### src/sv/hrjp_pkg.sv
// Shared types, constants and decode functions for the HID report to joystick pin block.
package hrjp_pkg;

    // Number of keycode slots in a keyboard report, and the width they take.
    localparam int KEY_SLOT_COUNT = 6;
    localparam int KEY_SLOTS_W    = 8 * KEY_SLOT_COUNT;

    // Number of joystick lines and their bit positions in a level vector.
    localparam int LINE_COUNT = 5;
    localparam int LN_UP      = 0;
    localparam int LN_DOWN    = 1;
    localparam int LN_LEFT    = 2;
    localparam int LN_RIGHT   = 3;
    localparam int LN_FIRE    = 4;

    // Report kinds.
    localparam logic KIND_KBD = 1'b0;
    localparam logic KIND_PAD = 1'b1;

    // Stick geometry.
    localparam logic [7:0] STICK_CENTRE     = 8'd127;
    localparam logic [7:0] AXIS_MOVE_TOL    = 8'd2;
    localparam logic [6:0] STICK_MARGIN_RST = 7'd10;
    localparam logic [2:0] FIRE_BTN_MASK    = 3'b111;

    // Hat codes, clockwise from up.
    localparam logic [7:0] HAT_CENTRE     = 8'd0;
    localparam logic [7:0] HAT_UP         = 8'd1;
    localparam logic [7:0] HAT_UP_RIGHT   = 8'd2;
    localparam logic [7:0] HAT_RIGHT      = 8'd3;
    localparam logic [7:0] HAT_DOWN_RIGHT = 8'd4;
    localparam logic [7:0] HAT_DOWN       = 8'd5;
    localparam logic [7:0] HAT_DOWN_LEFT  = 8'd6;
    localparam logic [7:0] HAT_LEFT       = 8'd7;
    localparam logic [7:0] HAT_UP_LEFT    = 8'd8;

    // HID usage codes that drive a line.
    localparam logic [7:0] KEY_EMPTY  = 8'h00;
    localparam logic [7:0] KEY_KP0    = 8'h62;
    localparam logic [7:0] KEY_J      = 8'h0D;
    localparam logic [7:0] KEY_Z      = 8'h1D;
    localparam logic [7:0] KEY_KP8    = 8'h60;
    localparam logic [7:0] KEY_W      = 8'h1A;
    localparam logic [7:0] KEY_ARR_UP = 8'h52;
    localparam logic [7:0] KEY_KP6    = 8'h5E;
    localparam logic [7:0] KEY_D      = 8'h07;
    localparam logic [7:0] KEY_ARR_RT = 8'h4F;
    localparam logic [7:0] KEY_KP5    = 8'h5D;
    localparam logic [7:0] KEY_KP2    = 8'h5A;
    localparam logic [7:0] KEY_S      = 8'h16;
    localparam logic [7:0] KEY_ARR_DN = 8'h51;
    localparam logic [7:0] KEY_KP4    = 8'h5C;
    localparam logic [7:0] KEY_A      = 8'h04;
    localparam logic [7:0] KEY_ARR_LT = 8'h50;

    typedef logic [LINE_COUNT-1:0] t_lines;

    // One report as held in the input register.
    typedef struct packed {
        logic                   kind;
        logic [KEY_SLOTS_W-1:0] key_slots;
        logic [7:0]             axis_x;
        logic [7:0]             axis_y;
        logic [7:0]             axis_z;
        logic [7:0]             axis_rz;
        logic [7:0]             hat;
        logic [31:0]            buttons;
    } t_report;

    // Gamepad evaluation result handed back to the top level.
    typedef struct packed {
        logic   changed;
        t_lines levels;
    } t_pad_res;

    // Maps a keycode to a one-hot line mask, or zero when the key is unmapped.
    function automatic t_lines line_of_key(input logic [7:0] code);
        t_lines m;
        m = '0;
        case (code)
            KEY_KP0, KEY_J, KEY_Z:                 m[LN_FIRE]  = 1'b1;
            KEY_KP8, KEY_W, KEY_ARR_UP:            m[LN_UP]    = 1'b1;
            KEY_KP6, KEY_D, KEY_ARR_RT:            m[LN_RIGHT] = 1'b1;
            KEY_KP5, KEY_KP2, KEY_S, KEY_ARR_DN:   m[LN_DOWN]  = 1'b1;
            KEY_KP4, KEY_A, KEY_ARR_LT:            m[LN_LEFT]  = 1'b1;
            default:                               m = '0;
        endcase
        return m;
    endfunction

    // True when two axis bytes differ by more than the movement tolerance.
    function automatic logic far_apart(input logic [7:0] a, input logic [7:0] b);
        logic [7:0] d;
        d = (a > b) ? (a - b) : (b - a);
        return d > AXIS_MOVE_TOL;
    endfunction

endpackage

### src/sv/hrjp_if.sv
// Valid/ready channel interfaces for report beats in and pin level beats out.
interface hrjp_in_if
    import hrjp_pkg::*;
();
    logic                   valid;
    logic                   ready;
    logic                   kind;
    logic [KEY_SLOTS_W-1:0] key_slots;
    logic [7:0]             axis_x;
    logic [7:0]             axis_y;
    logic [7:0]             axis_z;
    logic [7:0]             axis_rz;
    logic [7:0]             hat;
    logic [31:0]            buttons;

    modport source (
        output valid, kind, key_slots, axis_x, axis_y, axis_z, axis_rz, hat, buttons,
        input  ready
    );
    modport sink (
        input  valid, kind, key_slots, axis_x, axis_y, axis_z, axis_rz, hat, buttons,
        output ready
    );
endinterface

interface hrjp_out_if
    import hrjp_pkg::*;
();
    logic valid;
    logic ready;
    logic up_line;
    logic down_line;
    logic left_line;
    logic right_line;
    logic fire_line;

    modport source (
        output valid, up_line, down_line, left_line, right_line, fire_line,
        input  ready
    );
    modport sink (
        input  valid, up_line, down_line, left_line, right_line, fire_line,
        output ready
    );
endinterface

### src/sv/hrjp_kbd.sv
// Keyboard report evaluation: press and release masks against the previous report.
module hrjp_kbd
    import hrjp_pkg::*;
(
    input  logic [KEY_SLOTS_W-1:0] i_cur_slots,
    input  logic [KEY_SLOTS_W-1:0] i_last_slots,
    input  t_lines                 i_levels,
    output t_lines                 o_levels
);

    t_lines press;
    t_lines release_mask;

    // Each slot is checked against every slot of the other report.
    always_comb begin
        logic [7:0] kc;
        logic [7:0] kl;
        logic       cur_in_last;
        logic       last_in_cur;
        press        = '0;
        release_mask = '0;
        for (int i = 0; i < KEY_SLOT_COUNT; i++) begin
            kc          = i_cur_slots[8*i +: 8];
            kl          = i_last_slots[8*i +: 8];
            cur_in_last = 1'b0;
            last_in_cur = 1'b0;
            for (int j = 0; j < KEY_SLOT_COUNT; j++) begin
                if (i_last_slots[8*j +: 8] == kc) begin
                    cur_in_last = 1'b1;
                end
                if (i_cur_slots[8*j +: 8] == kl) begin
                    last_in_cur = 1'b1;
                end
            end
            if (kc != KEY_EMPTY && !cur_in_last) begin
                press = press | line_of_key(kc);
            end
            if (!last_in_cur) begin
                release_mask = release_mask | line_of_key(kl);
            end
        end
    end

    // Presses pull low first, then releases win.
    assign o_levels = (i_levels & ~press) | release_mask;

endmodule

### src/sv/hrjp_pad.sv
// Gamepad report evaluation: change test, stick with dead zone, hat override and fire.
module hrjp_pad
    import hrjp_pkg::*;
(
    input  t_report    i_rep,
    input  logic [31:0] i_last_axes,
    input  logic [7:0]  i_last_hat,
    input  logic [31:0] i_last_buttons,
    input  logic [6:0]  i_stick_margin,
    input  t_lines      i_levels,
    output t_pad_res    o_res
);

    logic [7:0] hi;
    logic [7:0] lo;
    logic       changed;

    // Thresholds either side of the centre; the dead zone never exceeds the centre.
    assign hi = STICK_CENTRE + {1'b0, i_stick_margin};
    assign lo = STICK_CENTRE - {1'b0, i_stick_margin};

    // A report counts only when an axis moved noticeably or the hat or buttons changed.
    assign changed = far_apart(i_rep.axis_x,  i_last_axes[7:0])   ||
                     far_apart(i_rep.axis_y,  i_last_axes[15:8])  ||
                     far_apart(i_rep.axis_z,  i_last_axes[23:16]) ||
                     far_apart(i_rep.axis_rz, i_last_axes[31:24]) ||
                     (i_rep.hat != i_last_hat) ||
                     (i_rep.buttons != i_last_buttons);

    // New levels, applied by the top level only when the report changed.
    always_comb begin
        t_lines lv;
        lv = i_levels;
        if (i_rep.axis_rz == STICK_CENTRE) begin
            lv[LN_UP]   = 1'b1;
            lv[LN_DOWN] = 1'b1;
        end
        if (i_rep.axis_rz > hi) begin
            lv[LN_DOWN] = 1'b0;
        end
        if (i_rep.axis_rz < lo) begin
            lv[LN_UP] = 1'b0;
        end
        lv[LN_RIGHT] = !(i_rep.axis_z > hi);
        lv[LN_LEFT]  = !(i_rep.axis_z < lo);

        // A valid hat code overrides all four directions.
        case (i_rep.hat)
            HAT_CENTRE: begin
                lv[LN_UP] = 1'b1; lv[LN_RIGHT] = 1'b1; lv[LN_DOWN] = 1'b1; lv[LN_LEFT] = 1'b1;
            end
            HAT_UP: begin
                lv[LN_UP] = 1'b0; lv[LN_RIGHT] = 1'b1; lv[LN_DOWN] = 1'b1; lv[LN_LEFT] = 1'b1;
            end
            HAT_UP_RIGHT: begin
                lv[LN_UP] = 1'b0; lv[LN_RIGHT] = 1'b0; lv[LN_DOWN] = 1'b1; lv[LN_LEFT] = 1'b1;
            end
            HAT_RIGHT: begin
                lv[LN_UP] = 1'b1; lv[LN_RIGHT] = 1'b0; lv[LN_DOWN] = 1'b1; lv[LN_LEFT] = 1'b1;
            end
            HAT_DOWN_RIGHT: begin
                lv[LN_UP] = 1'b1; lv[LN_RIGHT] = 1'b0; lv[LN_DOWN] = 1'b0; lv[LN_LEFT] = 1'b1;
            end
            HAT_DOWN: begin
                lv[LN_UP] = 1'b1; lv[LN_RIGHT] = 1'b1; lv[LN_DOWN] = 1'b0; lv[LN_LEFT] = 1'b1;
            end
            HAT_DOWN_LEFT: begin
                lv[LN_UP] = 1'b1; lv[LN_RIGHT] = 1'b1; lv[LN_DOWN] = 1'b0; lv[LN_LEFT] = 1'b0;
            end
            HAT_LEFT: begin
                lv[LN_UP] = 1'b1; lv[LN_RIGHT] = 1'b1; lv[LN_DOWN] = 1'b1; lv[LN_LEFT] = 1'b0;
            end
            HAT_UP_LEFT: begin
                lv[LN_UP] = 1'b0; lv[LN_RIGHT] = 1'b1; lv[LN_DOWN] = 1'b1; lv[LN_LEFT] = 1'b0;
            end
            default: begin
                lv = lv;
            end
        endcase

        // Fire follows the first three buttons.
        lv[LN_FIRE] = !((i_rep.buttons[2:0] & FIRE_BTN_MASK) != 3'b000);
        o_res.changed = changed;
        o_res.levels  = lv;
    end

endmodule

### src/sv/hid_report_to_joystick_pins_core.sv
// Top level of the HID report to joystick pin block: registers, handshake and state.
//
// Each accepted report beat yields exactly one beat of five active-low line levels.
// A beat is taken into an input register and evaluated against the stored previous
// reports once the result register is free or being emptied; the new levels then land
// in the result register, which offers them as the result beat. One report
// is accepted every cycle as long as the result side takes its beats; the single compare
// stage between the input and result registers sets that rate. The dead zone register
// may be written at any time the block holds no report; it resets to 10.
module hid_report_to_joystick_pins_core
    import hrjp_pkg::*;
(
    input  logic       i_clk,
    input  logic       i_rst_n,
    hrjp_in_if.sink    i_rep,
    hrjp_out_if.source o_pins,
    input  logic       i_cfg_we,
    input  logic [6:0] i_cfg_wdata
);

    logic                   r_in_valid;
    t_report                r_in;
    logic                   r_out_valid;
    t_lines                 r_lines;
    logic [KEY_SLOTS_W-1:0] r_last_kbd;
    logic [31:0]            r_last_axes;
    logic [7:0]             r_last_hat;
    logic [31:0]            r_last_buttons;
    logic [6:0]             r_stick_margin;

    logic     w_adv;
    t_lines   w_kbd_levels;
    t_pad_res w_pad_res;
    t_lines   n_lines;

    // The input stage moves on when the result register is free or being emptied.
    assign w_adv       = r_in_valid && (!r_out_valid || o_pins.ready);
    assign i_rep.ready = !r_in_valid || w_adv;

    hrjp_kbd u_kbd (
        .i_cur_slots  (r_in.key_slots),
        .i_last_slots (r_last_kbd),
        .i_levels     (r_lines),
        .o_levels     (w_kbd_levels)
    );

    hrjp_pad u_pad (
        .i_rep          (r_in),
        .i_last_axes    (r_last_axes),
        .i_last_hat     (r_last_hat),
        .i_last_buttons (r_last_buttons),
        .i_stick_margin (r_stick_margin),
        .i_levels       (r_lines),
        .o_res          (w_pad_res)
    );

    // Select the level update for the report kind.
    always_comb begin
        if (r_in.kind == KIND_KBD) begin
            n_lines = w_kbd_levels;
        end else if (w_pad_res.changed) begin
            n_lines = w_pad_res.levels;
        end else begin
            n_lines = r_lines;
        end
    end

    // Input register.
    always_ff @(posedge i_clk) begin
        if (!i_rst_n) begin
            r_in_valid <= 1'b0;
        end else if (i_rep.ready) begin
            r_in_valid <= i_rep.valid;
        end
        if (i_rep.ready && i_rep.valid) begin
            r_in.kind      <= i_rep.kind;
            r_in.key_slots <= i_rep.key_slots;
            r_in.axis_x    <= i_rep.axis_x;
            r_in.axis_y    <= i_rep.axis_y;
            r_in.axis_z    <= i_rep.axis_z;
            r_in.axis_rz   <= i_rep.axis_rz;
            r_in.hat       <= i_rep.hat;
            r_in.buttons   <= i_rep.buttons;
        end
    end

    // Result register and stored report history.
    always_ff @(posedge i_clk) begin
        if (!i_rst_n) begin
            r_out_valid    <= 1'b0;
            r_lines        <= '1;
            r_last_kbd     <= '0;
            r_last_axes    <= '0;
            r_last_hat     <= '0;
            r_last_buttons <= '0;
        end else begin
            if (w_adv) begin
                r_out_valid <= 1'b1;
                r_lines     <= n_lines;
                if (r_in.kind == KIND_KBD) begin
                    r_last_kbd <= r_in.key_slots;
                end else begin
                    r_last_axes    <= {r_in.axis_rz, r_in.axis_z, r_in.axis_y, r_in.axis_x};
                    r_last_hat     <= r_in.hat;
                    r_last_buttons <= r_in.buttons;
                end
            end else if (o_pins.ready) begin
                r_out_valid <= 1'b0;
            end
        end
    end

    // Dead zone configuration register.
    always_ff @(posedge i_clk) begin
        if (!i_rst_n) begin
            r_stick_margin <= STICK_MARGIN_RST;
        end else if (i_cfg_we) begin
            r_stick_margin <= i_cfg_wdata;
        end
    end

    // The result beat always carries the current line levels.
    assign o_pins.valid      = r_out_valid;
    assign o_pins.up_line    = r_lines[LN_UP];
    assign o_pins.down_line  = r_lines[LN_DOWN];
    assign o_pins.left_line  = r_lines[LN_LEFT];
    assign o_pins.right_line = r_lines[LN_RIGHT];
    assign o_pins.fire_line  = r_lines[LN_FIRE];

`ifndef ASSERT_OFF
    // Reset releases every line.
    a_reset_released: assert property (@(posedge i_clk)
        !i_rst_n |=> (r_lines == '1))
        else $error("lines not released after reset");

    // A report leaving the input stage always produces a result beat.
    a_adv_gives_beat: assert property (@(posedge i_clk) disable iff (!i_rst_n)
        w_adv |=> r_out_valid)
        else $error("evaluated report produced no result beat");

    // A repeated keyboard report leaves the lines as they were.
    a_kbd_repeat_holds: assert property (@(posedge i_clk) disable iff (!i_rst_n)
        (w_adv && r_in.kind == KIND_KBD && r_in.key_slots == r_last_kbd)
        |=> (r_lines == $past(r_lines)))
        else $error("unchanged keyboard report moved a line");

    // A gamepad report that fails the change test leaves the lines as they were.
    a_pad_still_holds: assert property (@(posedge i_clk) disable iff (!i_rst_n)
        (w_adv && r_in.kind == KIND_PAD && !w_pad_res.changed)
        |=> (r_lines == $past(r_lines)))
        else $error("unchanged gamepad report moved a line");
`endif

endmodule
### src/flat_wrapper.sv
// flat-port wrapper written by rule: the top's interface ports become plain ports
module hid_report_to_joystick_pins_core_flat import hrjp_pkg::*;
  (i_clk, i_rst_n, i_cfg_we, i_cfg_wdata, i_rep_valid, i_rep_kind, i_rep_key_slots, i_rep_axis_x, i_rep_axis_y, i_rep_axis_z, i_rep_axis_rz, i_rep_hat, i_rep_buttons, i_rep_ready, o_pins_valid, o_pins_up_line, o_pins_down_line, o_pins_left_line, o_pins_right_line, o_pins_fire_line, o_pins_ready);
  hrjp_in_if i_rep_i ();
  hrjp_out_if o_pins_i ();
  input  logic i_clk;
  input  logic i_rst_n;
  input  logic i_cfg_we;
  input  logic [6:0] i_cfg_wdata;
  input wire logic [$bits(i_rep_i.valid)-1:0] i_rep_valid;
  input wire logic [$bits(i_rep_i.kind)-1:0] i_rep_kind;
  input wire logic [$bits(i_rep_i.key_slots)-1:0] i_rep_key_slots;
  input wire logic [$bits(i_rep_i.axis_x)-1:0] i_rep_axis_x;
  input wire logic [$bits(i_rep_i.axis_y)-1:0] i_rep_axis_y;
  input wire logic [$bits(i_rep_i.axis_z)-1:0] i_rep_axis_z;
  input wire logic [$bits(i_rep_i.axis_rz)-1:0] i_rep_axis_rz;
  input wire logic [$bits(i_rep_i.hat)-1:0] i_rep_hat;
  input wire logic [$bits(i_rep_i.buttons)-1:0] i_rep_buttons;
  output wire logic [$bits(i_rep_i.ready)-1:0] i_rep_ready;
  output wire logic [$bits(o_pins_i.valid)-1:0] o_pins_valid;
  output wire logic [$bits(o_pins_i.up_line)-1:0] o_pins_up_line;
  output wire logic [$bits(o_pins_i.down_line)-1:0] o_pins_down_line;
  output wire logic [$bits(o_pins_i.left_line)-1:0] o_pins_left_line;
  output wire logic [$bits(o_pins_i.right_line)-1:0] o_pins_right_line;
  output wire logic [$bits(o_pins_i.fire_line)-1:0] o_pins_fire_line;
  input wire logic [$bits(o_pins_i.ready)-1:0] o_pins_ready;
  assign i_rep_i.valid = i_rep_valid;
  assign i_rep_i.kind = i_rep_kind;
  assign i_rep_i.key_slots = i_rep_key_slots;
  assign i_rep_i.axis_x = i_rep_axis_x;
  assign i_rep_i.axis_y = i_rep_axis_y;
  assign i_rep_i.axis_z = i_rep_axis_z;
  assign i_rep_i.axis_rz = i_rep_axis_rz;
  assign i_rep_i.hat = i_rep_hat;
  assign i_rep_i.buttons = i_rep_buttons;
  assign i_rep_ready = i_rep_i.ready;
  assign o_pins_valid = o_pins_i.valid;
  assign o_pins_up_line = o_pins_i.up_line;
  assign o_pins_down_line = o_pins_i.down_line;
  assign o_pins_left_line = o_pins_i.left_line;
  assign o_pins_right_line = o_pins_i.right_line;
  assign o_pins_fire_line = o_pins_i.fire_line;
  assign o_pins_i.ready = o_pins_ready;
  hid_report_to_joystick_pins_core u_core (.i_clk(i_clk), .i_rst_n(i_rst_n), .i_rep(i_rep_i), .o_pins(o_pins_i), .i_cfg_we(i_cfg_we), .i_cfg_wdata(i_cfg_wdata));
endmodule
### config.mk
export PLATFORM = sky130hd
export DESIGN_NAME = hid_report_to_joystick_pins_core_flat
export DESIGN_NICKNAME = d
export VERILOG_FILES = /design/src/sv/hrjp_pkg.sv /design/src/sv/hrjp_if.sv /design/src/sv/hrjp_kbd.sv /design/src/sv/hrjp_pad.sv /design/src/sv/hid_report_to_joystick_pins_core.sv /design/src/flat_wrapper.sv
export SDC_FILE = /design/constraint.sdc
export NUM_CORES = 1
export LEC_CHECK = 0
export BUFFER_PORTS_ARGS = -buffer_cell sky130_fd_sc_hd__buf_2
export CAP_MARGIN = 10
export CORE_MARGIN = 5
export CORE_UTILIZATION = 51
export DETAILED_ROUTE_END_ITERATION = 8
export PLACE_DENSITY_LB_ADDON = 0.25
export REMOVE_ABC_BUFFERS = 1
export SYNTH_ARGS = -nofsm -noshare
export SYNTH_HDL_FRONTEND = slang
export SYNTH_SLANG_ARGS = --single-unit
### constraint.sdc
create_clock -name i_clk -period 3.9 [get_ports i_clk]
set_input_delay 0.195 -clock i_clk [delete_from_list [all_inputs] [get_ports i_clk]]
set_output_delay 0.195 -clock i_clk [all_outputs]
set_load 0.03 [all_outputs]
==> impl_metrics.ini <==
[critical_path]
crit_path_end_kind = register
critPathRequiredTime_ps = 4370
start_kind = register
crit_type = reg -> reg
crit_arrival_ps = 4070
reg2reg_depth = 15
r2r_slack_ps = 300
cp_max_fo = 6
reg2reg_from = u_core.r_in[40]$_DFFE_PP_
rr_endpoint = u_core.r_lines[1]$_SDFFE_PN1P_

[clock_tree]
clk_path_buf_depth = 3
cts_root_buf = clkbuf_16
insertion_delay_ps = 610
cts_tree = done
htreeDepth = 1
cts.clk_slew.worst_paths_ps = 70
cts_resized = 0
cts_buffers = 30
cts.sinks = 255

[floorplanning]
die_area_um2 = 40800
die_x_um = 202
rows = 70
die_y_um = 202
pin_count = 140
coreArea_um2 = 36500
initial_core_util_pct = 51.5

[final_layout]
final_common_cell = nand2_1
num_antenna_cells = 0
final_cell_mix = nand2_1 (324), xnor2_1 (237), a21oi_1 (180), buf_2 (139), dfxtp_1 (134)
syn_to_final_growth_pct = 18.5
nNetsFinal = 2659
drive_above_1_share_pct = 12.1

[logic_synthesis]
synthFlopType = dfxtp_1
synth_area_um2 = 18800
yosysWarningCount = 0
synth-seq-cells = 255
async_flop_share_pct = 0
synth_area_leaders = edfxtp_1 (19%), dfxtp_1 (14%), xnor2_1 (11%)
post-synth-top-area-cell = edfxtp_1
synth.distinct_cells = 85
syn_inst = 2235
yosys.area.top_type_share_pct = 19.3
seq_area_frac_synth_pct = 33.6
synth_area_per_cell_um2 = 8.42
synth-edff-count = 121

[global_routing]
grtUsageTotal_pct = 29.1
antenna_found_initial = 0
use_met2_pct = 46.0
grt_pass1_wl_um = 95600
grt_util_met3_pct = 5.68
use_met1_pct = 40.2
grt_overflow = 0
grt_max_degree = 80
first_global_vias = 16703
busiest_layer = met2

[min_path]
hp-start = i_cfg_we
min_path_cells = 3
worstHoldPathType = in -> reg
timing.hold.worst_endpoint = u_core.r_stick_margin[0]$_SDFFE_PN0P_

[timing]
finalHoldViolations = 0
setup_viol = 0
rsz0062_at_grt = no
setup_tns_ps = 0
fin_crit_ps = 3600
fin_skew_ps = 37.4
timing.final.ws_setup_ps = 299
tightest_slew_ps = 984
max_clock_freq_ghz = 0.278
slew_headroom_pct = 34.4
drv_slew = 0
fin_crit_sh_pct = 92.3

[detailed_routing]
drt_pass1_iterations = 6
via_per_inst = 5.98
wirelength_um = 61500
avgRoutedWirePerCell_um = 21.1
drt_iter0_markers = 1864
vias = 17475
drc = 0
drtAntennaViolNets = 0

[run_status]
status = finished clean

[pwr]
ir_drop_mv = 0.385
p_per_area_nw_per_um2 = 343
p_leak_nw = 8.37

[placed_design]
dp_slack_ps = 299
dpl.hpwl_um = 43000
place_congestion = 1.08
port_buffers = 139

[flow_run]
drv_cap = 0
through the flow:
| stage | utilization (%) | hold slack, ps | cell area [µm²] | total power, mW | std cells |
|---|---|---|---|---|---|
| after CTS | 61.0 | 33.4 | 22300 | 7.67 | 2921 |
| after detailed placement | 54.4 | 373 | 19900 | 4.52 | 2732 |
| after global routing | 61.0 | 60.0 | 22300 | 7.97 | 2921 |
| after floorplan | - | 257 | 17900 | 4.05 | 2043 |
| final | 61.0 | 46.7 | 22300 | 7.65 | 2921 |
| after global placement | 54.4 | 372 | 19900 | 4.49 | 2732 |
cell families after synthesis:
kind of cell / count (synthesis) / share of synthesized area, %
adders and majority gates: 97 / 6.77
and+or+nand+nor: 809 / 21.1
DFF: 255 / 33.6
AOI/OAI and AO/OA: 392 / 13.2
muxes: 35 / 1.97
buffers and inverters: 281 / 6.35
xor gates and xnor gates: 366 / 17.0
critical path, stage by stage, from the launching register on:
cell      delay, ps
edfxtp_1        450
inv_1           110
ha_1            180
inv_1            70
fa_1            460
nand3_1         160
a21boi_4         80
o21ai_4         210
buf_4           210
mux2i_1         340
o211ai_1        120
nor4_1          230
and4_1          270
and4_4          250
a211oi_1         60
mux2_4          310
area by class of cell:
class                      instances  area (µm²)
fill                            3109       14200
timing repair buffer             354        2660
tap                              468         586
clock inverter                    22         288
sequential                       255        6320
inverter                          89         337
multi-input combinational       1699       11300
clock buffer                      34         796
Yosys cell counts, types with 36 or more instances:
| cell | count |
|---|---|
| nor3_1 | 36 |
| dfxtp_1 | 134 |
| inv_1 | 89 |
| a21oi_1 | 180 |
| edfxtp_1 | 121 |
| buf_2 | 60 |
| nand2_1 | 325 |
| nor4_1 | 51 |
| nor2_1 | 117 |
| xnor2_1 | 237 |
| xor2_1 | 129 |
| nor2b_1 | 37 |
| clkbuf_1 | 93 |
| nand3_1 | 49 |
| nand4_1 | 85 |
| o21ai_0 | 50 |
| ha_1 | 89 |
what timing repair did:
action | 4_1_cts | 5_1_grt
endpoints found under the hold margin | 133 | 0
endpoints found under the setup margin | 0 | 0
hold buffers | 133 | 0
setup buffers | 0 | 0
state kept, by name (all words and copies together) (netlist names):
register               cells
u_core.r_last_axes        32
u_core.r_last_kbd         48
u_core.r_last_hat          8
u_core.r_last_buttons     32
u_core.r_lines             5
u_core.r_in              121
u_core.o_pins.valid        1
u_core.r_stick_margin      7
u_core.r_in_valid          1
routing by layer:
layer  share of wire, %  vias up
met5                  0        -
met2                 44      926
met3                 10      177
li1                   -     8125
met4                4.1        0
met1                 41     8247
power by group:
group | leakage [nW] | internal (mW) | switching (mW)
Combinational | 5.58 | 0.664 | 0.737
Sequential | 2.27 | 2.94 | 0.262
Clock | 0.521 | 1.82 | 1.23
how the worst max path moves through the flow:
stage,depth (start not counted),endpoint,start
2_1_floorplan,3,u_core.r_in[0]$_DFFE_PP_,u_core.o_pins.valid$_SDFFE_PN0P_
3_3_place_gp,14,u_core.r_lines[1]$_SDFFE_PN1P_,u_core.r_in[40]$_DFFE_PP_
3_5_place_dp,15,u_core.r_lines[1]$_SDFFE_PN1P_,u_core.r_in[40]$_DFFE_PP_
4_1_cts,15,u_core.r_lines[1]$_SDFFE_PN1P_,u_core.r_in[40]$_DFFE_PP_
5_1_grt,15,u_core.r_lines[1]$_SDFFE_PN1P_,u_core.r_in[40]$_DFFE_PP_
6_report,15,u_core.r_lines[1]$_SDFFE_PN1P_,u_core.r_in[40]$_DFFE_PP_
No activity file was read; power rests on OpenSTA's default activity.
